## config.mk

```make
export PLATFORM = sky130hd
export DESIGN_NAME = nfcc_front
export DESIGN_NICKNAME = d
export VERILOG_FILES = /design/src/hw/rtl/nfcc_pkg.sv /design/src/hw/rtl/nfcc_front.sv
export SDC_FILE = /design/constraint.sdc
export NUM_CORES = 1
export LEC_CHECK = 0
export BUFFER_PORTS_ARGS = -buffer_cell sky130_fd_sc_hd__buf_2
export CORE_MARGIN = 8
export CORE_UTILIZATION = 40
export CTS_CLUSTER_DIAMETER = 200
export DETAILED_ROUTE_END_ITERATION = 8
export PLACE_DENSITY = 0.81
export SLEW_MARGIN = 5
export SYNTH_ARGS = -nofsm -noshare
export SYNTH_HDL_FRONTEND = slang
export SYNTH_SLANG_ARGS = --single-unit
export TNS_END_PERCENT = 10
```

## constraint.sdc

```tcl
create_clock -name aclk -period 2.4 [get_ports aclk]
set_input_delay 0.48 -clock aclk [delete_from_list [all_inputs] [get_ports aclk]]
set_output_delay 0.48 -clock aclk [all_outputs]
set_load 0.005 [all_outputs]
```

## src/hw/rtl/nfcc_pkg.sv

```systemverilog
// ----------------------------------------------------------------------------
// NOR flash command controller package
// Shared types, constants and helper functions.
// ----------------------------------------------------------------------------
package nfcc_pkg;

    localparam int MemBytes  = 2097152;
    localparam int AddrW     = 21;
    localparam int MaxBlocks = 35;
    localparam int BlkW      = 6;
    localparam int QDepth    = 2;

    localparam logic [1:0] OP_READ    = 2'd0;
    localparam logic [1:0] OP_WRITE   = 2'd1;
    localparam logic [1:0] OP_PRELOAD = 2'd2;
    localparam logic [1:0] OP_NOP     = 2'd3;

    localparam logic [14:0] UNLOCK_A1 = 15'h5555;
    localparam logic [14:0] UNLOCK_A2 = 15'h2aaa;
    localparam logic [7:0] D_UNLOCK1  = 8'haa;
    localparam logic [7:0] D_UNLOCK2  = 8'h55;
    localparam logic [7:0] D_ERASE    = 8'h80;
    localparam logic [7:0] D_PROTECT  = 8'h9a;
    localparam logic [7:0] D_READID   = 8'h90;
    localparam logic [7:0] D_PROGRAM  = 8'ha0;
    localparam logic [7:0] D_RESET    = 8'hf0;
    localparam logic [7:0] D_CHIP     = 8'h10;
    localparam logic [7:0] D_SECTOR   = 8'h30;
    localparam logic [7:0] VENDOR_ID  = 8'h98;

    localparam logic [1:0] MODE_READ   = 2'd0;
    localparam logic [1:0] MODE_INDEX  = 2'd1;
    localparam logic [1:0] MODE_READID = 2'd2;
    localparam logic [1:0] MODE_WRITE  = 2'd3;

    // Work kinds handed from the front to the back.
    typedef enum logic [2:0] {
        K_READ   = 3'd0,
        K_ID     = 3'd1,
        K_POKE   = 3'd2,
        K_PROG   = 3'd3,
        K_ERASE  = 3'd4,
        K_CHIP   = 3'd5,
        K_NONE   = 3'd6
    } kind_t;

    typedef struct packed {
        kind_t           kind;
        logic [AddrW-1:0] addr;
        logic [7:0]      data;
        logic [BlkW-1:0] blk;
    } job_t;

    function automatic logic [1:0] sel_eff(input logic [1:0] s);
        return (s == 2'd3) ? 2'd2 : s;
    endfunction

    function automatic logic [AddrW-1:0] size_mask(input logic [1:0] s);
        return AddrW'((32'd524288 << sel_eff(s)) - 32'd1);
    endfunction

    function automatic logic [BlkW-1:0] full_blocks(input logic [1:0] s);
        return BlkW'((32'd8 << sel_eff(s)) - 32'd1);
    endfunction

    function automatic logic [BlkW-1:0] find_block(input logic [1:0] s,
                                                   input logic [AddrW-1:0] a);
        logic [AddrW-1:0] top;
        logic [15:0]      r;
        logic [BlkW-1:0]  base;
        top  = size_mask(s) - AddrW'(65535);
        base = full_blocks(s);
        r    = a[15:0];
        if (a < top) return BlkW'(a[AddrW-1:16]);
        if (r < 16'd32768) return base;
        if (r < 16'd40960) return base + BlkW'(1);
        if (r < 16'd49152) return base + BlkW'(2);
        return base + BlkW'(3);
    endfunction

    // Start address and length (in bytes) of a block.
    function automatic logic [AddrW-1:0] blk_off(input logic [1:0] s,
                                                 input logic [BlkW-1:0] i);
        logic [BlkW-1:0] base;
        logic [1:0]      k;
        logic [AddrW-1:0] top;
        base = full_blocks(s);
        k    = 2'(i - base);
        top  = size_mask(s) - AddrW'(65535);
        if (i < base) return {i[4:0], 16'd0};
        case (k)
            2'd0:    return top;
            2'd1:    return top + AddrW'(32768);
            2'd2:    return top + AddrW'(40960);
            default: return top + AddrW'(49152);
        endcase
    endfunction

    function automatic logic [16:0] blk_len(input logic [1:0] s,
                                            input logic [BlkW-1:0] i);
        logic [1:0] k;
        k = 2'(i - full_blocks(s));
        if (i < full_blocks(s)) return 17'd65536;
        case (k)
            2'd0:    return 17'd32768;
            2'd1:    return 17'd8192;
            2'd2:    return 17'd8192;
            default: return 17'd16384;
        endcase
    endfunction

endpackage

```

## src/hw/rtl/nfcc_front.sv

```systemverilog
// ----------------------------------------------------------------------------
// NOR flash command front end
// Tracks the unlock sequence and turns each request into a job for the back.
// ----------------------------------------------------------------------------
module nfcc_front import nfcc_pkg::*; (
    input  logic             aclk,
    input  logic             aresetn,
    input  logic [1:0]       size_sel,
    input  logic             in_valid,
    output logic             in_ready,
    input  logic [1:0]       opcode,
    input  logic [AddrW-1:0] bus_address,
    input  logic [7:0]       bus_data,
    output logic             job_valid,
    input  logic             job_ready,
    output job_t             job
);
    logic [1:0] mode_reg, mode_next;
    logic [2:0] stage_reg, stage_next;
    logic [AddrW-1:0] a;
    logic [14:0] a15;
    kind_t k;

    assign in_ready  = job_ready;
    assign job_valid = in_valid;
    assign a   = bus_address & size_mask(size_sel);
    assign a15 = a[14:0];

    always_comb begin
        mode_next  = mode_reg;
        stage_next = stage_reg;
        k          = K_NONE;
        case (opcode)
            OP_READ:    k = (mode_reg == MODE_READID) ? K_ID : K_READ;
            OP_PRELOAD: k = K_POKE;
            OP_WRITE: begin
                mode_next  = MODE_READ;
                stage_next = 3'd0;
                if (mode_reg == MODE_WRITE) begin
                    k = K_PROG;
                end else if (bus_data == D_RESET) begin
                    k = K_NONE;
                end else if ((stage_reg == 3'd0 && a15 == UNLOCK_A1 && bus_data == D_UNLOCK1)
                          || (stage_reg == 3'd1 && a15 == UNLOCK_A2 && bus_data == D_UNLOCK2)
                          || (stage_reg == 3'd2 && a15 == UNLOCK_A1
                              && (bus_data == D_ERASE || bus_data == D_PROTECT))
                          || (stage_reg == 3'd3 && a15 == UNLOCK_A1 && bus_data == D_UNLOCK1)
                          || (stage_reg == 3'd4 && a15 == UNLOCK_A2 && bus_data == D_UNLOCK2))
                begin
                    mode_next  = MODE_INDEX;
                    stage_next = stage_reg + 3'd1;
                end else if (stage_reg == 3'd2 && a15 == UNLOCK_A1 && bus_data == D_READID) begin
                    mode_next  = MODE_READID;
                    stage_next = stage_reg;
                end else if (stage_reg == 3'd2 && a15 == UNLOCK_A1 && bus_data == D_PROGRAM) begin
                    mode_next  = MODE_WRITE;
                    stage_next = stage_reg;
                end else if (stage_reg == 3'd5) begin
                    // Protect travels as an erase job; the back end tells them
                    // apart by the command byte.
                    if (a15 == UNLOCK_A1 && bus_data == D_CHIP) k = K_CHIP;
                    else if (bus_data == D_SECTOR) k = K_ERASE;
                    else if (bus_data == D_PROTECT) k = K_ERASE;
                end
            end
            default: k = K_NONE;
        endcase
    end

    always_comb begin
        job.kind = k;
        job.addr = a;
        job.data = bus_data;
        job.blk  = find_block(size_sel, a);
    end

    always_ff @(posedge aclk) begin
        if (!aresetn) begin
            mode_reg  <= MODE_READ;
            stage_reg <= 3'd0;
        end else if (in_valid && in_ready) begin
            mode_reg  <= mode_next;
            stage_reg <= stage_next;
        end
    end
endmodule

```

==> results of run 1 <==
worst min path at each step:
stage                     cells after the start     endpoint  slack (ns)
after detailed placement                      2  mode_reg[1]        0.49
after CTS                                     2  mode_reg[1]        0.50
after global routing                          2  mode_reg[1]        0.54
after global placement                        2  mode_reg[1]        0.49
after floorplan                               2  mode_reg[1]        0.46
final                                         2  mode_reg[1]        0.50
critical path: stages:
cell,delay (ns)
buf_2,0.11
nor4bb_1,0.29
nand4b_1,0.25
nor2_1,0.23
a32oi_1,0.12
nor2_1,0.11
buf_2,0.13
final cells by class:
class,count,area [sq um],area share
timing repair buffer,76,380,0.316
clock buffer,4,26.3,0.0218
inverter,6,22.5,0.0187
sequential,5,100,0.0832
multi-input combinational,90,637,0.529
tap,30,37.5,0.0312
cell usage after synthesis, drive strengths merged, types with 2 or more instances:
cell type  number
buf            30
nor2           12
nand2           7
inv             6
a21oi           5
dfxtp           5
ha              5
nand4           5
nor2b           5
o21ai           5
nand3           4
and2            3
nor4            3
nor4bb          3
o21a            3
o22ai           3
or4             3
mux2            2
nand3b          2
nand4b          2
nor4b           2
stage by stage:
stage                      util  hold WS, ns
after floorplan               -        0.464
after global placement    0.489        0.488
after detailed placement  0.489        0.493
after CTS                 0.499        0.500
after global routing      0.499        0.542
final                     0.499        0.499
power breakdown:
part | switching (W) | leakage, nW | internal, W
registers | 0.000000690 | 0.0403 | 0.0000840
logic | 0.0000649 | 0.508 | 0.0000634
clock network | 0.0000301 | 0.0150 | 0.0000626
total | 0.0000957 | 0.564 | 0.000210
cells by family (layout without fill, tap and decap cells):
group,count (synthesis),in the layout
AO/OA/AOI/OAI,24,24
XOR/XNOR,2,2
adder cells (fa/ha/maj),5,5
buffers and inverters,37,86
flip-flops,5,5
multiplexers,2,2
AND/OR/NAND/NOR,57,57
per-layer routing:
metal | part of all wire | vias to the layer above | GRT usage | wire [um]
met2 | 0.52 | 32 | 0.233 | 1550
li1 | - | 556 | - | -
met1 | 0.39 | 514 | 0.129 | 1160
met3 | 0.086 | 0 | 0.0441 | 255
met5 | 0 | - | 0 | 0
met4 | 0 | 0 | 0.0191 | 0
==> metrics.txt, run 1 <==
status complete, no violations; worst skew pair latency 0.23 ns; total number of vias 1,102; max-cap violation count 0; final hold violations 0; Final ANT Viol Nets 0; period utilisation layout 0.914; most frequent cells in the layout 76 x buf_2, 12 x nor2_1, 7 x nand2_1; worst vdd ir 313 uV; clk_skew 0.00335 ns; adder-cell share of the synthesized area 0.0630; core footprint 2410 sq um; DRT Pass-1 Iters 4; Yosys top cell by area buf_4; Synth Flop Type dfxtp_1; Cells after Synth 132; die height 65.8 um; Clock Sinks 5; Reg2Reg Depth 7; Slew Limit Fails 0; Synth Area in Compound Gates 0.157; drt drc 0; row count 18; hold crit path type reg -> reg; Final min period 2.19 ns; Post-Syn Area 993 sq um; overall routed net length 2960 um; Synth top area share 0.219; post-CTS resize count 0; fraction of synthesized cell area in xor and xnor cells 0.0176; fillers 255; CTS buffer count 3; CTS Hold Bufs 0; aggregate global routing overflow 0; postcts setup bufs 0; Post-synth EDFFs 0; H-tree depth 1; max reg flops 3; dominant cells by area after synthesis buf_4 22%, dfxtp_1 10%, ha_1 6.3%; TritonCTS clock tree done; Final HPWL DP 2630 um; die area 4330 sq um; antenna violations before repair 0; setup ws final 0.207 ns; Starting Density 0.412; PD cells 254 nW/um^2; crit path max fanout 4; antenna cells 0; critical path class in -> out; P_leak 0.564 nW; setup_tns 0 ns; Worst setup EP type output port; RD Place Congestion 0.917; library cells used by synthesis 44; CP arrival 1.71 ns; NumNets Final 224; largest net degree at the start of global routing 10; post-route design area 1200 sq um; sequential-to-total area share from yosys stat 0.101; DRT iter0 DRCs 46; CP Capture Point job[35]; largest family of logic cells by synthesized area simple AND/OR/NAND/NOR gates; Tot Pwr 0.000306 W; Crit Reg-Reg Endpoint stage_reg[0]; Worst-path clk slew 0.04 ns; global-route wire length before repair 4460 um; drt wl/cell 14.0 um; Slew headroom 0.678; Critical Path Start bus_address[9]; CTS Buffer Depth 2; Final Non-Filler Cells 211; port buffer count 76; Final setup viols 0; R2R Path Start stage_reg[0]; Chip Width 65.8 um; startpoint types input port; via-per-instance ratio 5.22; Post-Place Cell Area 1180 sq um; number of global-route vias before repair 1,048; Least-Margin Pin Slew 0.477 ns; fmax 0.456 GHz; post-synthesis mux area share 0.0227; area grow syn2layout 21.2%; RSZ-0062 raised after global routing false; dpl ws 0.207 ns; DP Cell Count 207; share of cells above drive strength 1 0.508; synth warn 0; Root Driver clkbuf_4; Post-Syn Nets 174; Yosys reg bits 5; Hold Crit Start mode_reg[1]; setup slack, reg-to-reg 0.46 ns; ys async rst share 0; Tot GR Track Use 0.124; Syn Area/Cell 7.53 sq um; WP data required 1.92 ns; Simple-Gate Fraction of Synth Area 0.380; most common cell after layout, fill and taps aside buf_2; io pins 77
Note: power is estimated with default switching activity, not from simulation.
==> run 2, diff against run 1 <==
--- a/config.mk
+++ b/config.mk
@@ -7,10 +7,10 @@
 export LEC_CHECK = 0
 export BUFFER_PORTS_ARGS = -buffer_cell sky130_fd_sc_hd__buf_2
 export CORE_MARGIN = 8
-export CORE_UTILIZATION = 40
+export CORE_UTILIZATION = 35
 export CTS_CLUSTER_DIAMETER = 200
 export DETAILED_ROUTE_END_ITERATION = 8
-export PLACE_DENSITY = 0.81
+export PLACE_DENSITY = 0.72
 export SLEW_MARGIN = 5
 export SYNTH_ARGS = -nofsm -noshare
 export SYNTH_HDL_FRONTEND = slang
==> constraint.sdc (replaced) <==
create_clock -name aclk -period 2.4 [get_ports aclk]
set_input_delay 0.12 -clock aclk [delete_from_list [all_inputs] [get_ports aclk]]
set_output_delay 0.12 -clock aclk [all_outputs]
set_load 0.005 [all_outputs]
==> metrics.txt, run 2 (synthesized netlist as in run 1, its figures left out) <==
setup slack, reg-to-reg 0.51 ns (+0.05 ns); via-per-instance ratio 5.19 (-0.56%); core footprint 2730 sq um (+13%); Starting Density 0.363 (-0.0489); internal power 0.000210 W (about the same); Post-Place Cell Area 1180 sq um (+0.11%); antenna cells 0 (unchanged); post-route design area 1200 sq um (+0.10%); Final ANT Viol Nets 0 (unchanged); CTS buffer count 3 (unchanged); Final setup viols 0 (unchanged); Worst setup EP type flip-flop; drt wl/cell 14.4 um (+2.5%); largest net degree at the start of global routing 10 (unchanged); Tot Pwr 0.000310 W (+1.4%); most frequent cells in the layout 76 x buf_2, 12 x nor2_1, 7 x nand2_1; Hold Crit Start aresetn; total number of vias 1,101 (-0.091%); global-route wire length before repair 4980 um (+12%); Final HPWL DP 2690 um (+2.1%); Reg2Reg Depth 7 (unchanged); Least-Margin Pin Slew 0.447 ns (-0.0303 ns); H-tree depth 1 (unchanged); critical path class reg -> reg; hold path endpoint mode_reg[0]; Net Sw Power 0.0000998 W (+4.3%); Final Non-Filler Cells 212 (+0.47%); max reg flops 3 (unchanged); RD Place Congestion 0.848 (-7.6%); die height 69.3 um (+5.2%); CP arrival 2.05 ns (+0.34 ns); worst skew pair latency 0.24 ns (about the same); Sequential Power Share 0.273 (-0.004); Crit Reg-Reg Endpoint stage_reg[0]; fmax 0.530 GHz (+16%); die area 4800 sq um (+11%); setup_tns 0 ns (unchanged); TritonCTS clock tree done; fillers 278 (+9.0%); Slew Limit Fails 0 (unchanged); CTS Hold Bufs 0 (unchanged); Final min period 1.89 ns (-0.307 ns); startpoint types flip-flop; port buffer count 76 (unchanged); io pins 77 (unchanged); Slew headroom 0.699 (+0.0214); drt drc 0 (unchanged); status complete, no violations; number of global-route vias before repair 1,089 (+3.9%); WP data required 2.56 ns (+0.64 ns); Worst-path clk slew 0.04 ns (about the same); CTS Buffer Depth 2 (unchanged); P_leak 0.564 nW (unchanged); DRT iter0 DRCs 50 (+8.7%); DP Cell Count 208 (+0.48%); worst vdd ir 149 uV (-53%); switching part of the total 0.322 (+0.00903); Root Driver clkbuf_4; Tot GR Track Use 0.118 (-0.00609); postcts setup bufs 0 (unchanged); NumNets Final 224 (unchanged); final hold violations 0 (unchanged); clock share of power 0.311 (+0.008); RSZ-0062 raised after global routing false; Min-Delay Path Depth 3 (+1); Clock Sinks 5 (unchanged); Chip Width 69.3 um (+5.2%); DRT Pass-1 Iters 4 (unchanged); combinational power share 0.416 (-0.004); PD cells 257 nW/um^2 (+1.3%); aggregate global routing overflow 0 (unchanged); hold crit path type in -> reg; period utilisation layout 0.786 (-0.128); post-CTS resize count 0 (unchanged); clk_skew 0.000457 ns (-0.00289 ns); overall routed net length 3050 um (+3.0%); share of cells above drive strength 1 0.508 (unchanged); antenna violations before repair 0 (unchanged); row count 19 (+1); max-cap violation count 0 (unchanged); Hold WS 0.176 ns (-0.322 ns); crit path max fanout 4 (unchanged); area grow syn2layout 21.3%; R2R Path Start stage_reg[0]; most common cell after layout, fill and taps aside buf_2
==> run 2: cell counts in the layout (fill, tap and decap cells not counted) <==
No cell type changed its count.
==> run 2: critical path, cell delays in order, from the launching register on <==
cell and delay [ns]:
dfxtp_1 0.33, inv_1 0.11, ha_1 0.14, nor4bb_1 0.36, or4b_1 0.49, nor3_2 0.11, a211oi_1 0.10, o22ai_1 0.16
==> run 2: how the worst max path moves through the flow <==
stage	from	end	slack, ns	cells after the start
finish	stage_reg[0]	stage_reg[0]	0.51	7
global route	stage_reg[0]	stage_reg[0]	0.36	7
CTS	stage_reg[0]	stage_reg[0]	0.54	7
detailed placement	stage_reg[0]	stage_reg[0]	0.55	7
global placement	stage_reg[0]	stage_reg[0]	0.63	7
floorplan	stage_reg[0]	stage_reg[0]	0.73	7
==> run 2: through the flow <==
| stage | worst slack, ns | utilization |
|---|---|---|
| floorplan | 0.726 | - |
| global placement | 0.629 | 0.431 |
| detailed placement | 0.550 | 0.431 |
| CTS | 0.541 | 0.441 |
| global route | 0.355 | 0.441 |
| finish | 0.514 | 0.441 |
==> run 2: power groups by stage <==
stage	Clock, W	Sequential, W	Combinational, W
after global routing	0.000106	0.0000846	0.000143
after detailed placement	0	0.0000862	0.000130
final	0.0000963	0.0000847	0.000129
after CTS	0.0000994	0.0000847	0.000130
after global placement	0	0.0000862	0.000129
after floorplan	0	0.0000859	0.0000789
==> run 2: area by class of cell <==
type / instances / area, sq um / area share
multi-input combinational: 90 / 637 / 0.529
timing repair buffer: 76 / 380 / 0.316
sequential: 5 / 100 / 0.0831
tap: 31 / 38.8 / 0.0322
clock buffer: 4 / 26.3 / 0.0218
inverter: 6 / 22.5 / 0.0187
==> run 2: metal layers <==
layer,up-vias,wire (um),track usage
met3,6,276,0.0558
li1,553,-,-
met2,39,1530,0.202
met5,-,0,0
met4,0,38,0.0319
met1,503,1200,0.125
==> run 3, diff against run 2 <==
--- a/config.mk
+++ b/config.mk
@@ -10,7 +10,7 @@
 export CORE_UTILIZATION = 35
 export CTS_CLUSTER_DIAMETER = 200
 export DETAILED_ROUTE_END_ITERATION = 8
-export PLACE_DENSITY = 0.72
+export PLACE_DENSITY = 0.75
 export SLEW_MARGIN = 5
 export SYNTH_ARGS = -nofsm -noshare
 export SYNTH_HDL_FRONTEND = slang
==> constraint.sdc (replaced) <==
create_clock -name aclk -period 1.5 [get_ports aclk]
set_input_delay 0.075 -clock aclk [delete_from_list [all_inputs] [get_ports aclk]]
set_output_delay 0.075 -clock aclk [all_outputs]
set_load 0.005 [all_outputs]
==> metrics.txt, run 3 (synthesized netlist as in run 1, its figures left out) <==
setup ws final -0.247 ns (-0.761 ns); port buffer count 76 (unchanged); Worst setup EP type flip-flop; area grow syn2layout 55.5%; P_leak 0.746 nW (+32%); met3 Track Usage GR 0.0486 (-0.00715); Hold WS 0.160 ns (-0.0164 ns); Slew headroom 0.646 (-0.0535); Clock Sinks 5 (unchanged); Tot GR Track Use 0.137 (+0.0191); failing checks negative setup slack; H-tree depth 1 (unchanged); number of global-route vias before repair 1,265 (+16%); period utilisation layout 1.16 (+0.379); PD cells 347 nW/um^2 (+35%); Root Driver clkbuf_4; RD Place Congestion 0.865 (+2.1%); CTS Buffer Depth 2 (unchanged); io pins 77 (unchanged); antenna cells 0 (unchanged); most frequent cells in the layout 76 x buf_2, 27 x buf_4, 12 x nor2_1; fmax 0.572 GHz (+7.9%); global-route wire length before repair 5710 um (+15%); row count 19 (unchanged); NumNets Final 254 (+13%); Final setup viols 7 (+7); hold crit path type in -> reg; share of cells above drive strength 1 0.654 (+0.146); max reg flops 3 (unchanged); Final ANT Viol Nets 0 (unchanged); Final min period 1.75 ns (-0.139 ns); DRT iter0 DRCs 84 (+68%); core footprint 2730 sq um (unchanged); most common cell after layout, fill and taps aside buf_2; via-per-instance ratio 5.03 (-3.1%); fillers 247 (-11%); Least-Margin Pin Slew 0.527 ns (+0.0800 ns); Final HPWL DP 2900 um (+7.8%); overall routed net length 3570 um (+17%); Starting Density 0.363 (unchanged); DRT Pass-1 Iters 4 (unchanged); WP data required 1.65 ns (-0.91 ns); die height 69.3 um (unchanged); crit path max fanout 3 (-1); drt wl/cell 14.7 um (+2.5%); drt drc 0 (unchanged); critical path class reg -> reg; Worst-path clk slew 0.04 ns (about the same); aggregate global routing overflow 0 (unchanged); TritonCTS clock tree done; area of the multi-input gates 733 sq um (+15%); RSZ-0062 raised after global routing true; antenna violations before repair 0 (unchanged); post-layout util 0.565 (+0.124); clk_skew 0.0000823 ns (-0.000374 ns); FF+latch area 105 sq um (+5.0%); CP arrival 1.89 ns (-0.16 ns); Slew Limit Fails 0 (unchanged); CTS buffer count 3 (unchanged); status complete, but fails checks; max-cap violation count 0 (unchanged); Chip Width 69.3 um (unchanged); worst vdd ir 235 uV (+58%); GR peak layer met2; total number of vias 1,218 (+11%); startpoint types flip-flop; M1 GR Usage 0.142 (+0.0175); setup_tns -1.31 ns (-1.31 ns); met2 GRT Util 0.244 (+0.0420); DP Cell Count 234 (+13%); die area 4800 sq um (unchanged); final hold violations 0 (unchanged); Final Non-Filler Cells 242 (+14%); largest net degree at the start of global routing 10 (unchanged); worst skew pair latency 0.24 ns (about the same)
## run 3: cell count changes in the layout (fill, tap and decap cells not counted), sizes merged
cell	change
buf	+30
## run 3: final cells by class
cell class / instances / share of cell area
Sequential cell: 5 / 0.0680
Multi-Input combinational cell: 90 / 0.474
Inverter: 6 / 0.0162
Timing Repair Buffer: 106 / 0.399
Tap cell: 31 / 0.0251
Clock buffer: 4 / 0.0170
## run 3: timing repair
| action | 4_1_cts | 5_1_grt |
|---|---|---|
| setup buffers | 5 | 0 |
| hold endpoints to repair | 0 | 0 |
| pin swaps | 12 | 12 |
| resized for setup | 14 | 8 |
| hold buffers | 0 | 0 |
| setup endpoints to repair | 7 | 7 |
## run 3: final timing paths
check / from / endpoint / slack, ns / cells past startpoint
max: stage_reg[0] / mode_reg[0] / -0.25 / 9
min: aresetn / mode_reg[0] / 0.16 / 3
max reg2reg: stage_reg[0] / mode_reg[0] / -0.25 / 9
min reg2reg: mode_reg[1] / mode_reg[1] / 0.51 / 2
## run 3: critical path: stages (launching register included)
cell	delay [ns]
dfxtp_2	0.32
inv_2	0.08
ha_4	0.13
nor4bb_4	0.22
buf_4	0.17
buf_6	0.08
nand3b_1	0.08
a21oi_2	0.19
o21ai_1	0.10
a221oi_1	0.28
## run 3: layer usage
layer	routed length, um	part of all wire	up-vias
met5	0	0	-
met4	30	0.0084	0
met3	257	0.072	4
met2	1850	0.52	38
met1	1420	0.40	559
li1	-	-	617
## run 3: metrics by stage
stage,setup slack [ns],power (W),area [sq um]
floorplan,-0.0615,0.000266,1020
finish,-0.247,0.000537,1550
global placement,-0.223,0.000378,1400
detailed placement,-0.257,0.000380,1400
CTS,-0.202,0.000546,1510
global route,-0.318,0.000579,1550
## run 3: where the power goes
| part | leakage (nW) | switching [W] | internal [W] |
|---|---|---|---|
| sequential | 0.0417 | 0.00000122 | 0.000132 |
| combinational | 0.689 | 0.000117 | 0.000129 |
| clock | 0.0150 | 0.0000570 | 0.000101 |
| total | 0.746 | 0.000175 | 0.000362 |
