<file path="config.mk">
export PLATFORM = sky130hd
export DESIGN_NAME = nfcc_queue
export DESIGN_NICKNAME = d
export VERILOG_FILES = /design/src/hw/rtl/nfcc_pkg.sv /design/src/hw/rtl/nfcc_queue.sv
export SDC_FILE = /design/constraint.sdc
export NUM_CORES = 1
export LEC_CHECK = 0
export BUFFER_PORTS_ARGS = -buffer_cell sky130_fd_sc_hd__buf_2
export CORE_ASPECT_RATIO = 0.8
export CORE_MARGIN = 2
export CORE_UTILIZATION = 56
export DETAILED_ROUTE_END_ITERATION = 8
export PLACE_DENSITY = 0.88
export SLEW_MARGIN = 20
export SYNTH_ARGS = -nofsm -noshare
export SYNTH_HDL_FRONTEND = slang
export SYNTH_SLANG_ARGS = --single-unit
export TNS_END_PERCENT = 50
</file>
<file path="constraint.sdc">
create_clock -name aclk -period 4.5 [get_ports aclk]
set_clock_uncertainty 0.05 [all_clocks]
set_input_delay 0.45 -clock aclk [delete_from_list [all_inputs] [get_ports aclk]]
set_output_delay 0.45 -clock aclk [all_outputs]
set_load 0.1 [all_outputs]
</file>
<file path="src/hw/rtl/nfcc_pkg.sv">
// ----------------------------------------------------------------------------
// NOR flash command controller package
// Shared types, constants and helper functions.
// ----------------------------------------------------------------------------
package nfcc_pkg;

    localparam int MemBytes  = 2097152;
    localparam int AddrW     = 21;
    localparam int MaxBlocks = 35;
    localparam int BlkW      = 6;
    localparam int QDepth    = 2;

    localparam logic [1:0] OP_READ    = 2'd0;
    localparam logic [1:0] OP_WRITE   = 2'd1;
    localparam logic [1:0] OP_PRELOAD = 2'd2;
    localparam logic [1:0] OP_NOP     = 2'd3;

    localparam logic [14:0] UNLOCK_A1 = 15'h5555;
    localparam logic [14:0] UNLOCK_A2 = 15'h2aaa;
    localparam logic [7:0] D_UNLOCK1  = 8'haa;
    localparam logic [7:0] D_UNLOCK2  = 8'h55;
    localparam logic [7:0] D_ERASE    = 8'h80;
    localparam logic [7:0] D_PROTECT  = 8'h9a;
    localparam logic [7:0] D_READID   = 8'h90;
    localparam logic [7:0] D_PROGRAM  = 8'ha0;
    localparam logic [7:0] D_RESET    = 8'hf0;
    localparam logic [7:0] D_CHIP     = 8'h10;
    localparam logic [7:0] D_SECTOR   = 8'h30;
    localparam logic [7:0] VENDOR_ID  = 8'h98;

    localparam logic [1:0] MODE_READ   = 2'd0;
    localparam logic [1:0] MODE_INDEX  = 2'd1;
    localparam logic [1:0] MODE_READID = 2'd2;
    localparam logic [1:0] MODE_WRITE  = 2'd3;

    // Work kinds handed from the front to the back.
    typedef enum logic [2:0] {
        K_READ   = 3'd0,
        K_ID     = 3'd1,
        K_POKE   = 3'd2,
        K_PROG   = 3'd3,
        K_ERASE  = 3'd4,
        K_CHIP   = 3'd5,
        K_NONE   = 3'd6
    } kind_t;

    typedef struct packed {
        kind_t           kind;
        logic [AddrW-1:0] addr;
        logic [7:0]      data;
        logic [BlkW-1:0] blk;
    } job_t;

    function automatic logic [1:0] sel_eff(input logic [1:0] s);
        return (s == 2'd3) ? 2'd2 : s;
    endfunction

    function automatic logic [AddrW-1:0] size_mask(input logic [1:0] s);
        return AddrW'((32'd524288 << sel_eff(s)) - 32'd1);
    endfunction

    function automatic logic [BlkW-1:0] full_blocks(input logic [1:0] s);
        return BlkW'((32'd8 << sel_eff(s)) - 32'd1);
    endfunction

    function automatic logic [BlkW-1:0] find_block(input logic [1:0] s,
                                                   input logic [AddrW-1:0] a);
        logic [AddrW-1:0] top;
        logic [15:0]      r;
        logic [BlkW-1:0]  base;
        top  = size_mask(s) - AddrW'(65535);
        base = full_blocks(s);
        r    = a[15:0];
        if (a < top) return BlkW'(a[AddrW-1:16]);
        if (r < 16'd32768) return base;
        if (r < 16'd40960) return base + BlkW'(1);
        if (r < 16'd49152) return base + BlkW'(2);
        return base + BlkW'(3);
    endfunction

    // Start address and length (in bytes) of a block.
    function automatic logic [AddrW-1:0] blk_off(input logic [1:0] s,
                                                 input logic [BlkW-1:0] i);
        logic [BlkW-1:0] base;
        logic [1:0]      k;
        logic [AddrW-1:0] top;
        base = full_blocks(s);
        k    = 2'(i - base);
        top  = size_mask(s) - AddrW'(65535);
        if (i < base) return {i[4:0], 16'd0};
        case (k)
            2'd0:    return top;
            2'd1:    return top + AddrW'(32768);
            2'd2:    return top + AddrW'(40960);
            default: return top + AddrW'(49152);
        endcase
    endfunction

    function automatic logic [16:0] blk_len(input logic [1:0] s,
                                            input logic [BlkW-1:0] i);
        logic [1:0] k;
        k = 2'(i - full_blocks(s));
        if (i < full_blocks(s)) return 17'd65536;
        case (k)
            2'd0:    return 17'd32768;
            2'd1:    return 17'd8192;
            2'd2:    return 17'd8192;
            default: return 17'd16384;
        endcase
    endfunction

endpackage

</file>
<file path="src/hw/rtl/nfcc_queue.sv">
// ----------------------------------------------------------------------------
// NOR flash job queue
// Short FIFO between the command front end and the array back end.
// ----------------------------------------------------------------------------
module nfcc_queue import nfcc_pkg::*; (
    input  logic aclk,
    input  logic aresetn,
    input  logic in_valid,
    output logic in_ready,
    input  job_t in_job,
    output logic out_valid,
    input  logic out_ready,
    output job_t out_job
);
    job_t slot_reg [QDepth];
    logic wp_reg, rp_reg;
    logic [1:0] cnt_reg;
    logic push, pop;

    assign in_ready  = (cnt_reg != 2'(QDepth));
    assign out_valid = (cnt_reg != 2'd0);
    assign out_job   = slot_reg[rp_reg];
    assign push = in_valid && in_ready;
    assign pop  = out_valid && out_ready;

    always_ff @(posedge aclk) begin
        if (push) slot_reg[wp_reg] <= in_job;
    end

    always_ff @(posedge aclk) begin
        if (!aresetn) begin
            wp_reg  <= 1'b0;
            rp_reg  <= 1'b0;
            cnt_reg <= 2'd0;
        end else begin
            if (push) wp_reg <= ~wp_reg;
            if (pop)  rp_reg <= ~rp_reg;
            cnt_reg <= cnt_reg + 2'(push) - 2'(pop);
        end
    end
endmodule

</file>
==> results of run 1 <==
==> worst paths after layout <==
path	slack, ns	cells past startpoint	endpoint
hold / removal	0.24	1	slot_reg[1][11]$_DFFE_PP_
setup reg to reg	2.72	2	slot_reg[1][36]$_DFFE_PP_
setup / recovery	2.19	2	out_job[8]
hold reg to reg	0.49	2	register
==> metal layers <==
metal  vias up  GRT usage [%]
li1        730              -
met1       721           19.0
met2        63           24.6
met3         6           8.51
met4         0           4.69
met5         -              0
==> cell families (layout without fill, tap and decap cells) <==
kind of cell | count (synthesis) | in the layout | share of synthesized area, %
DFF | 81 | 81 | 77.9
muxes | 39 | 39 | 16.8
and+or+nand+nor | 11 | 11 | 2.00
buffers and inverters | 5 | 99 | 1.39
xor gates and xnor gates | 3 | 3 | 0.859
adders and majority gates | 2 | 2 | 0.818
AOI/OAI and AO/OA | 1 | 1 | 0.246
==> metrics by stage <==
step | area (sq um) | hold WS [ns] | util, % | instances | setup slack, ns
final | 3760 | 0.240 | 70.3 | 301 | 2.19
after global routing | 3760 | 0.213 | 70.3 | 301 | 2.08
after CTS | 3730 | 0.219 | 69.8 | 300 | 1.77
after detailed placement | 3520 | 0.483 | 65.8 | 284 | 2.16
after global placement | 3520 | 0.448 | 65.8 | 284 | 2.18
after floorplan | 3060 | 0.405 | - | 142 | 0.967
==> placed cells by master, fill, tap and decap left out <==
cell type	n
inv_6	1
nor2_4	1
o21a_1	1
clkinvlp_4	2
nand2b_1	2
nand2_1	2
mux2_4	20
inv_1	1
buf_16	1
mux2i_1	1
bufinv_16	1
mux2_2	18
dfxtp_4	1
and3_2	1
xnor2_1	3
ha_1	2
clkinv_4	1
and2_1	2
dfxtp_1	4
clkbuf_8	11
buf_2	81
edfxtp_1	76
or2_2	1
nor2b_1	2
==> cell type report <==
| class | count | area, sq um |
|---|---|---|
| Sequential cell | 81 | 2390 |
| Fill cell | 357 | 1590 |
| Multi-Input combinational cell | 56 | 642 |
| Timing Repair Buffer | 82 | 433 |
| Clock buffer | 11 | 151 |
| Tap cell | 65 | 81.3 |
| Clock inverter | 5 | 62.6 |
| Inverter | 1 | 3.75 |
==> flow_metrics.py, run 1 <==
metrics = {
    "final_layout": {
        "n_antenna_cell": 0,
        "synthToLayoutAreaGrowth_pct": 23.0,
        "layout-drive-gt1-share_pct": 59.3,
        "final_net_count": 275,
        "largest_reg_flops": 76,
    },
    "detailed_routing": {
        "drc_errors": 0,
        "vias": 1520,
        "routed-wl-met2_mm": 2.15,
        "dr_wl_met3_microns": 391,
        "drt-initial-drc-count": 91,
        "drt-met1-wl_mm": 2.00,
        "first_pass_iters": 4,
        "drtAntennaViolNets": 0,
        "drt_wl_total_mm": 4.59,
        "vias_per_cell": 5.05,
        "post_drt_wl_per_cell_microns": 15.2,
        "highest_layer": "met4",
    },
    "min_path": {
        "worstHoldStart": "in_job[11]",
        "hold_path_class": "in2reg",
    },
    "cts": {
        "clkSinkCount": 81,
        "root_buffer": "clkbuf_8",
        "path_clk_slew_ns": 0.08,
        "tritoncts": "yes",
        "htreeDepth": 3,
        "cts_buffers": 9,
        "hold_buffers": 0,
        "cts_buffer_depth": 2,
        "cts_setup_buffers": 0,
        "post_cts_resized": 0,
        "clk_latency_ns": 0.34,
    },
    "grt": {
        "antenna_found_initial": 0,
        "grt_pass1_vias": 1480,
        "gr-total-overflow": 0,
        "grt_pass1_wl_mm": 6.89,
        "grt_max_degree": 39,
        "track_usage_pct": 15.8,
    },
    "synthesis": {
        "synth_most_common_cell": "edfxtp_1",
        "synth_top_area_share_pct": 74.6,
        "synth_cell_types": 18,
        "syn_inst": 142,
        "syn_area_sq_mm": 0.00306,
        "ys_ff_latch": 81,
        "synth_edf_count": 76,
        "syn-num-nets": 186,
        "yosysSeqAreaShare_pct": 77.9,
        "synthTopCellsByCount": "edfxtp_1, mux2_4, mux2_2, dfxtp_1",
        "synth_area_leaders": "edfxtp_1, mux2_4, mux2_2",
        "synth_area_leader_cell": "edfxtp_1",
        "syn_area_per_cell_sq_um": 21.5,
        "async_flop_share_pct": 0,
        "ys_warn_count": 0,
        "ys.flop_type": "edfxtp_1",
    },
    "floorplan": {
        "std_cell_rows": 24,
        "initial_core_util_pct": 57.2,
        "num_io_pins": 82,
        "coreArea_sq_mm": 0.00535,
        "die_height_microns": 70.1,
        "die_width_microns": 86.6,
        "dieArea_sq_mm": 0.00607,
    },
    "sta": {
        "drv_slew": 0,
        "worstMarginPinSlew_ns": 0.907,
        "slew_headroom_pct": 39.6,
        "rsz0062_at_grt": "false",
        "fin_setup_tns_ns": 0,
        "finalHoldViolCount": 0,
        "final.min_clock_period_ns": 2.31,
        "period_share_pct": 51.4,
        "fmax_ghz": 0.432,
        "setup_viol": 0,
    },
    "critical_path": {
        "slowest_delay_ns": 0.75,
        "regToRegStartpoint": "cnt_reg[0]$_SDFF_PN0_",
        "slowest_stage": "dfxtp_4",
        "cp_cell_sequence": "mux2_2 -> buf_2",
        "timing.critical_path.buf_inv": 1,
        "required_ns": 4.00,
        "worstSetupEndpointType": "output pin",
        "path_delay_family": "flip-flops",
        "crit_type": "reg2out",
        "crit_path_max_fanout": 38,
        "startpoint_type": "register",
        "cp.arrival_ns": 1.81,
    },
    "run": {
        "maxCapViolCount": 0,
    },
    "placement": {
        "dpl.hpwl_mm": 2.96,
        "gp_congestion": 0.618,
        "io_buffer_count": 81,
    },
    "run_status": {
        "status": "complete, no violations",
    },
}
Power of run 1 is not shown: default switching activity piles up to over one toggle a cycle in this logic, so the estimate is an artifact.
==> run 2, diff against run 1 <==
--- a/config.mk
+++ b/config.mk
@@ -5,12 +5,13 @@
 export SDC_FILE = /design/constraint.sdc
 export NUM_CORES = 1
 export LEC_CHECK = 0
+export ABC_AREA = 1
 export BUFFER_PORTS_ARGS = -buffer_cell sky130_fd_sc_hd__buf_2
 export CORE_ASPECT_RATIO = 0.8
 export CORE_MARGIN = 2
-export CORE_UTILIZATION = 56
+export CORE_UTILIZATION = 47
 export DETAILED_ROUTE_END_ITERATION = 8
-export PLACE_DENSITY = 0.88
+export PLACE_DENSITY = 0.79
 export SLEW_MARGIN = 20
 export SYNTH_ARGS = -nofsm -noshare
 export SYNTH_HDL_FRONTEND = slang
==> constraint.sdc (replaced) <==
create_clock -name aclk -period 2.08 [get_ports aclk]
set_clock_uncertainty 0.05 [all_clocks]
set_input_delay 0.208 -clock aclk [delete_from_list [all_inputs] [get_ports aclk]]
set_output_delay 0.208 -clock aclk [all_outputs]
set_load 0.1 [all_outputs]
==> run 2 against run 1 <==
Effect of this change:
- first-iteration DRC count shrank 30%
- final cell count grew 24%
- utilization shrank 4.7 points
- synthesized cell count grew 8.5%
- wire length grew 15%
- non-clock buffer count grew 40
- via count grew 14%
- area after synthesis grew 0.20%
- sequential share of layout area shrank 6.2 points
- sequential cell count is the same
- critical path type unchanged
==> flow_metrics.py, run 2 <==
metrics = {
    "pwr": {
        "pwr-share-seq_pct": 35.2,
        "p_clk_share_pct": 17.5,
        "p_int_w": 0.00324,
        "powerDensity_mw_per_mm2": 1460,
        "ir_drop_mv": 1.10,
        "p_leak_nw": 1.65,
        "pwr-share-comb_pct": 47.3,
        "swShare_pct": 46.7,
        "switchingPower_w": 0.00284,
    },
    "critical_path": {
        "cp.arrival_ns": 1.70,
        "required_ns": 1.82,
        "worstSetupEndpointType": "output pin",
        "reg2reg_slack_ns": 0.42,
        "crit_path_max_fanout": 23,
        "startpoint_type": "register",
        "crit_type": "reg2out",
    },
    "detailed_routing": {
        "drt_wl_total_mm": 5.27,
        "drtAntennaViolNets": 0,
        "vias_per_cell": 4.67,
        "first_pass_iters": 4,
        "drt-initial-drc-count": 64,
        "vias": 1738,
        "post_drt_wl_per_cell_microns": 14.2,
        "drc_errors": 0,
    },
    "grt": {
        "antenna_found_initial": 0,
        "grt_pass1_wl_mm": 7.96,
        "track_usage_pct": 15.0,
        "grt_pass1_vias": 1750,
        "gr-total-overflow": 0,
        "grt_max_degree": 39,
    },
    "synthesis": {
        "synth_top_area_share_pct": 74.5,
        "ys.flop_type": "edfxtp_1",
        "synth_area_leaders": "edfxtp_1, mux2_4, mux2_2",
        "syn_inst": 154,
        "syn_area_sq_mm": 0.00306,
        "ys_ff_latch": 81,
        "synthTopCellsByCount": "edfxtp_1, mux2_4, mux2_2, nand2_1, nor2_1",
        "syn-num-nets": 198,
        "synth_cell_types": 12,
        "syn_area_per_cell_sq_um": 19.9,
        "synth_most_common_cell": "edfxtp_1",
        "ys_warn_count": 0,
        "synth_edf_count": 76,
        "synth_area_leader_cell": "edfxtp_1",
        "yosysSeqAreaShare_pct": 77.7,
        "async_flop_share_pct": 0,
    },
    "placement": {
        "dpl.hpwl_mm": 3.40,
        "place_area_sq_mm": 0.00361,
        "io_buffer_count": 81,
        "gp_congestion": 0.770,
        "pre_cts_ws_ns": 0.439,
    },
    "floorplan": {
        "die_height_microns": 76.2,
        "coreArea_sq_mm": 0.00634,
        "num_io_pins": 82,
        "initial_core_util_pct": 48.3,
        "die_width_microns": 94.3,
        "dieArea_sq_mm": 0.00719,
        "std_cell_rows": 26,
    },
    "run_status": {
        "status": "complete, no violations",
    },
    "final_layout": {
        "mostFrequentLayoutCells": "buf_2, edfxtp_1, dlygate4sd3_1, mux2_4, mux2_2",
        "largest_reg_flops": 76,
        "final_area_sq_mm": 0.00416,
        "mostFrequentLayoutCell": "buf_2",
        "final_net_count": 327,
        "layout-drive-gt1-share_pct": 49.0,
        "synthToLayoutAreaGrowth_pct": 35.9,
        "n_antenna_cell": 0,
        "final_core_util_pct": 65.6,
    },
    "cts": {
        "cts_buffers": 9,
        "tritoncts": "yes",
        "clk_latency_ns": 0.33,
        "root_buffer": "clkbuf_8",
        "htreeDepth": 3,
        "clkSinkCount": 81,
        "path_clk_slew_ns": 0.07,
        "cts_buffer_depth": 2,
        "post_cts_resized": 0,
    },
    "sta": {
        "setup_slack_ns": 0.121,
        "worstMarginPinSlew_ns": 0.495,
        "setup_viol": 0,
        "fmax_ghz": 0.510,
        "finalHoldViolCount": 0,
        "fin_setup_tns_ns": 0,
        "rsz0062_at_grt": "false",
        "drv_slew": 0,
        "final.min_clock_period_ns": 1.96,
        "whs_ns": 0.0446,
        "slew_headroom_pct": 67.2,
        "period_share_pct": 94.2,
    },
    "run": {
        "maxCapViolCount": 0,
    },
    "min_path": {
        "hold_path_class": "in2reg",
    },
}
[run 2: cell type report]
| class | count | area (sq um) |
|---|---|---|
| Sequential cell | 81 | 2380 |
| Tap cell | 84 | 105 |
| Timing Repair Buffer | 122 | 831 |
| Fill cell | 467 | 2180 |
| Multi-Input combinational cell | 62 | 627 |
| Inverter | 7 | 30.0 |
| Clock inverter | 5 | 56.3 |
| Clock buffer | 11 | 131 |
[run 2: power groups by stage]
stage / Sequential [W] / Clock [W] / Combinational (W)
2_1_floorplan: 0.00215 / 0 / 0.00247
3_3_place_gp: 0.00216 / 0 / 0.00281
3_5_place_dp: 0.00218 / 0 / 0.00283
4_1_cts: 0.00214 / 0.00110 / 0.00288
5_1_grt: 0.00216 / 0.00118 / 0.00298
6_report: 0.00214 / 0.00106 / 0.00287
[run 2: kinds of logic (layout without fill, tap and decap cells)]
family	Yosys count	in the layout	share of synthesized area, %
buf+inv	11	145	2.12
flops	81	81	77.7
simple gates	20	20	2.57
fa+ha+maj	2	2	0.817
mux	38	38	16.4
compound gates	2	2	0.327
[run 2: per-layer routing]
metal	track usage [%]	part of all wire (%)	vias up
li1	-	-	838
met1	16.8	42	832
met2	25.4	50	64
met3	7.22	7.2	4
met4	4.35	0.59	0
met5	0	0	-
[run 2: through the flow]
stage	instances	power, W
final	372	0.00608
after global routing	372	0.00632
after CTS	366	0.00612
after detailed placement	319	0.00501
after global placement	319	0.00497
after floorplan	154	0.00462
[run 2: worst max-delay path: stages (launching register included)]
cell	delay, ns
dfxtp_2	0.32
buf_4	0.34
mux2_2	0.40
buf_2	0.29
[run 2: what timing repair did]
| action | in CTS | in global routing |
|---|---|---|
| buffers inserted | 0 | 0 |
| hold buffers | 31 | 6 |
| endpoints found under the hold margin | 62 | 12 |
[run 2: worst paths after layout]
path                         startpoint                   endpoint  depth (start not counted)
hold reg to reg     rp_reg$_SDFFE_PN0P_                   register                          2
setup / recovery               register                 out_job[2]                          3
setup reg to reg  cnt_reg[0]$_SDFF_PN0_      cnt_reg[1]$_SDFF_PN0_                         10
hold / removal               in_job[24]  slot_reg[0][24]$_DFFE_PP_                          1
Power figures use the tool's default switching activity.
==> run 3, diff against run 2 <==
--- a/config.mk
+++ b/config.mk
@@ -9,9 +9,9 @@
 export BUFFER_PORTS_ARGS = -buffer_cell sky130_fd_sc_hd__buf_2
 export CORE_ASPECT_RATIO = 0.8
 export CORE_MARGIN = 2
-export CORE_UTILIZATION = 47
+export CORE_UTILIZATION = 52
 export DETAILED_ROUTE_END_ITERATION = 8
-export PLACE_DENSITY = 0.79
+export PLACE_DENSITY = 0.83
 export SLEW_MARGIN = 20
 export SYNTH_ARGS = -nofsm -noshare
 export SYNTH_HDL_FRONTEND = slang
==> constraint.sdc (replaced) <==
create_clock -name aclk -period 2.1 [get_ports aclk]
set_clock_uncertainty 0.05 [all_clocks]
set_input_delay 0.21 -clock aclk [delete_from_list [all_inputs] [get_ports aclk]]
set_output_delay 0.21 -clock aclk [all_outputs]
set_load 0.1 [all_outputs]
==> run 3 against run 2 <==
Effect of this change:
- final cell count decreased by 3.0%
- largest cell class unchanged
- critical path depth unchanged
- clock power increased by 25%
- sequential cell count unchanged
- first-iteration DRC count increased by 48%
- clock-buffer cell count decreased by 2
- setup slack improved by 0.037 ns
- total power increased by 3.5%
==> flow_metrics.py, run 3 (synthesized netlist as in run 2, its figures left out) <==
metrics = {
    "critical_path": {
        "crit_type": "reg2out",
        "reg2regPathDepth": 10,
        "cp.arrival_ns": 1.68,
        "worstSetupEndpointType": "output pin",
        "crit_path_max_fanout": 22,
        "required_ns": 1.84,
        "startpoint_type": "register",
    },
    "cts": {
        "post_cts_resized": 0,
        "root_buffer": "clkbuf_8",
        "clkSinkCount": 81,
        "htreeDepth": 3,
        "tritoncts": "yes",
        "cts_buffers": 9,
        "path_clk_slew_ns": 0.08,
        "cts_buffer_depth": 2,
        "clk_latency_ns": 0.34,
    },
    "placement": {
        "pre_cts_ws_ns": 0.495,
        "dpl.hpwl_mm": 3.43,
        "io_buffer_count": 81,
        "place_area_sq_mm": 0.00359,
        "gp_congestion": 0.746,
    },
    "final_layout": {
        "largest_reg_flops": 76,
        "final_net_count": 322,
        "synthToLayoutAreaGrowth_pct": 35.3,
        "n_antenna_cell": 0,
        "n_fill_cell": 351,
        "mostFrequentLayoutCells": "buf_2, edfxtp_1, dlygate4sd3_1, mux2_4, mux2_2",
        "mostFrequentLayoutCell": "buf_2",
        "regArea_sq_mm": 0.00238,
        "layout-drive-gt1-share_pct": 50.9,
        "final_area_sq_mm": 0.00415,
        "multi_input_area_sq_um": 627,
    },
    "pwr": {
        "pwr-share-seq_pct": 33.7,
        "powerDensity_mw_per_mm2": 1520,
        "ir_drop_mv": 1.09,
        "p_leak_nw": 1.64,
        "p_clk_share_pct": 21.1,
        "swShare_pct": 45.5,
        "switchingPower_w": 0.00286,
        "totalPowerFinal_w": 0.00629,
        "p_int_w": 0.00343,
        "pwr-share-comb_pct": 45.2,
    },
    "floorplan": {
        "dieArea_sq_mm": 0.00653,
        "initial_core_util_pct": 55.2,
        "coreArea_sq_mm": 0.00556,
        "std_cell_rows": 24,
        "num_io_pins": 82,
        "die_width_microns": 89.8,
        "die_height_microns": 72.7,
    },
    "grt": {
        "grt_pass1_vias": 1856,
        "antenna_found_initial": 0,
        "track_usage_pct": 17.9,
        "gr-total-overflow": 0,
        "grt_pass1_wl_mm": 8.69,
        "grt_max_degree": 25,
    },
    "sta": {
        "fmax_ghz": 0.515,
        "drv_slew": 0,
        "final.min_clock_period_ns": 1.94,
        "finalHoldViolCount": 0,
        "period_share_pct": 92.5,
        "setup_slack_ns": 0.158,
        "slew_headroom_pct": 66.9,
        "fin_setup_tns_ns": 0,
        "setup_viol": 0,
        "worstMarginPinSlew_ns": 0.499,
        "rsz0062_at_grt": "false",
    },
    "detailed_routing": {
        "drc_errors": 0,
        "drt-initial-drc-count": 95,
        "drt_wl_total_mm": 5.49,
        "first_pass_iters": 4,
        "drtAntennaViolNets": 0,
        "post_drt_wl_per_cell_microns": 15.2,
        "vias": 1749,
        "vias_per_cell": 4.84,
    },
    "run": {
        "maxCapViolCount": 0,
    },
    "run_status": {
        "status": "complete, no violations",
    },
    "min_path": {
        "hold_path_class": "in2reg",
        "hold_depth": 1,
    },
}
==> run 3: final cells by class <==
class,count,area share [%]
Inverter,7,0.724
Clock buffer,9,2.99
Timing Repair Buffer,117,18.5
Sequential cell,81,57.5
Clock inverter,7,2.87
Tap cell,78,2.35
Multi-Input combinational cell,62,15.1
==> run 3: through the flow <==
| step | hold slack, ns | cells | utilization, % |
|---|---|---|---|
| 3_5_place_dp | 0.352 | 314 | 64.7 |
| 5_1_grt | 0.000827 | 361 | 74.6 |
| 4_1_cts | 0.000984 | 361 | 74.6 |
| 2_1_floorplan | 0.253 | 154 | - |
| 3_3_place_gp | 0.348 | 314 | 64.7 |
| 6_report | 0.0188 | 361 | 74.6 |
==> run 3: final timing paths <==
kind | start | to | slack [ns]
hold reg to reg | rp_reg$_SDFFE_PN0P_ | rp_reg$_SDFFE_PN0P_ | 0.48
hold / removal | in_job[17] | slot_reg[0][17]$_DFFE_PP_ | 0.02
setup reg to reg | cnt_reg[0]$_SDFF_PN0_ | cnt_reg[1]$_SDFF_PN0_ | 0.44
setup / recovery | register | out_job[8] | 0.16
==> run 3: per-layer routing <==
metal / routed length, microns / part of all wire [%] / GRT usage [%]
met4: 45 / 0.82 / 5.64
met5: 0 / 0 / 0
met1: 2190 / 40 / 19.7
met3: 397 / 7.2 / 7.02
met2: 2860 / 52 / 32.5
==> run 3: power by group through the flow <==
| stage | clock (W) | combinational, W | sequential, W |
|---|---|---|---|
| floorplan | 0 | 0.00244 | 0.00213 |
| global placement | 0 | 0.00277 | 0.00214 |
| detailed placement | 0 | 0.00280 | 0.00215 |
| CTS | 0.00136 | 0.00285 | 0.00212 |
| global route | 0.00140 | 0.00295 | 0.00214 |
| finish | 0.00133 | 0.00284 | 0.00212 |
==> run 3: critical path: stages, from the launching register on <==
cell and delay, ns:
dfxtp_2 0.33, buf_4 0.32, mux2_2 0.39, buf_2 0.29
==> run 3: repair_timing <==
action,4_1_cts,5_1_grt
hold endpoints to repair,61,0
buffers inserted,0,0
hold buffers,31,0
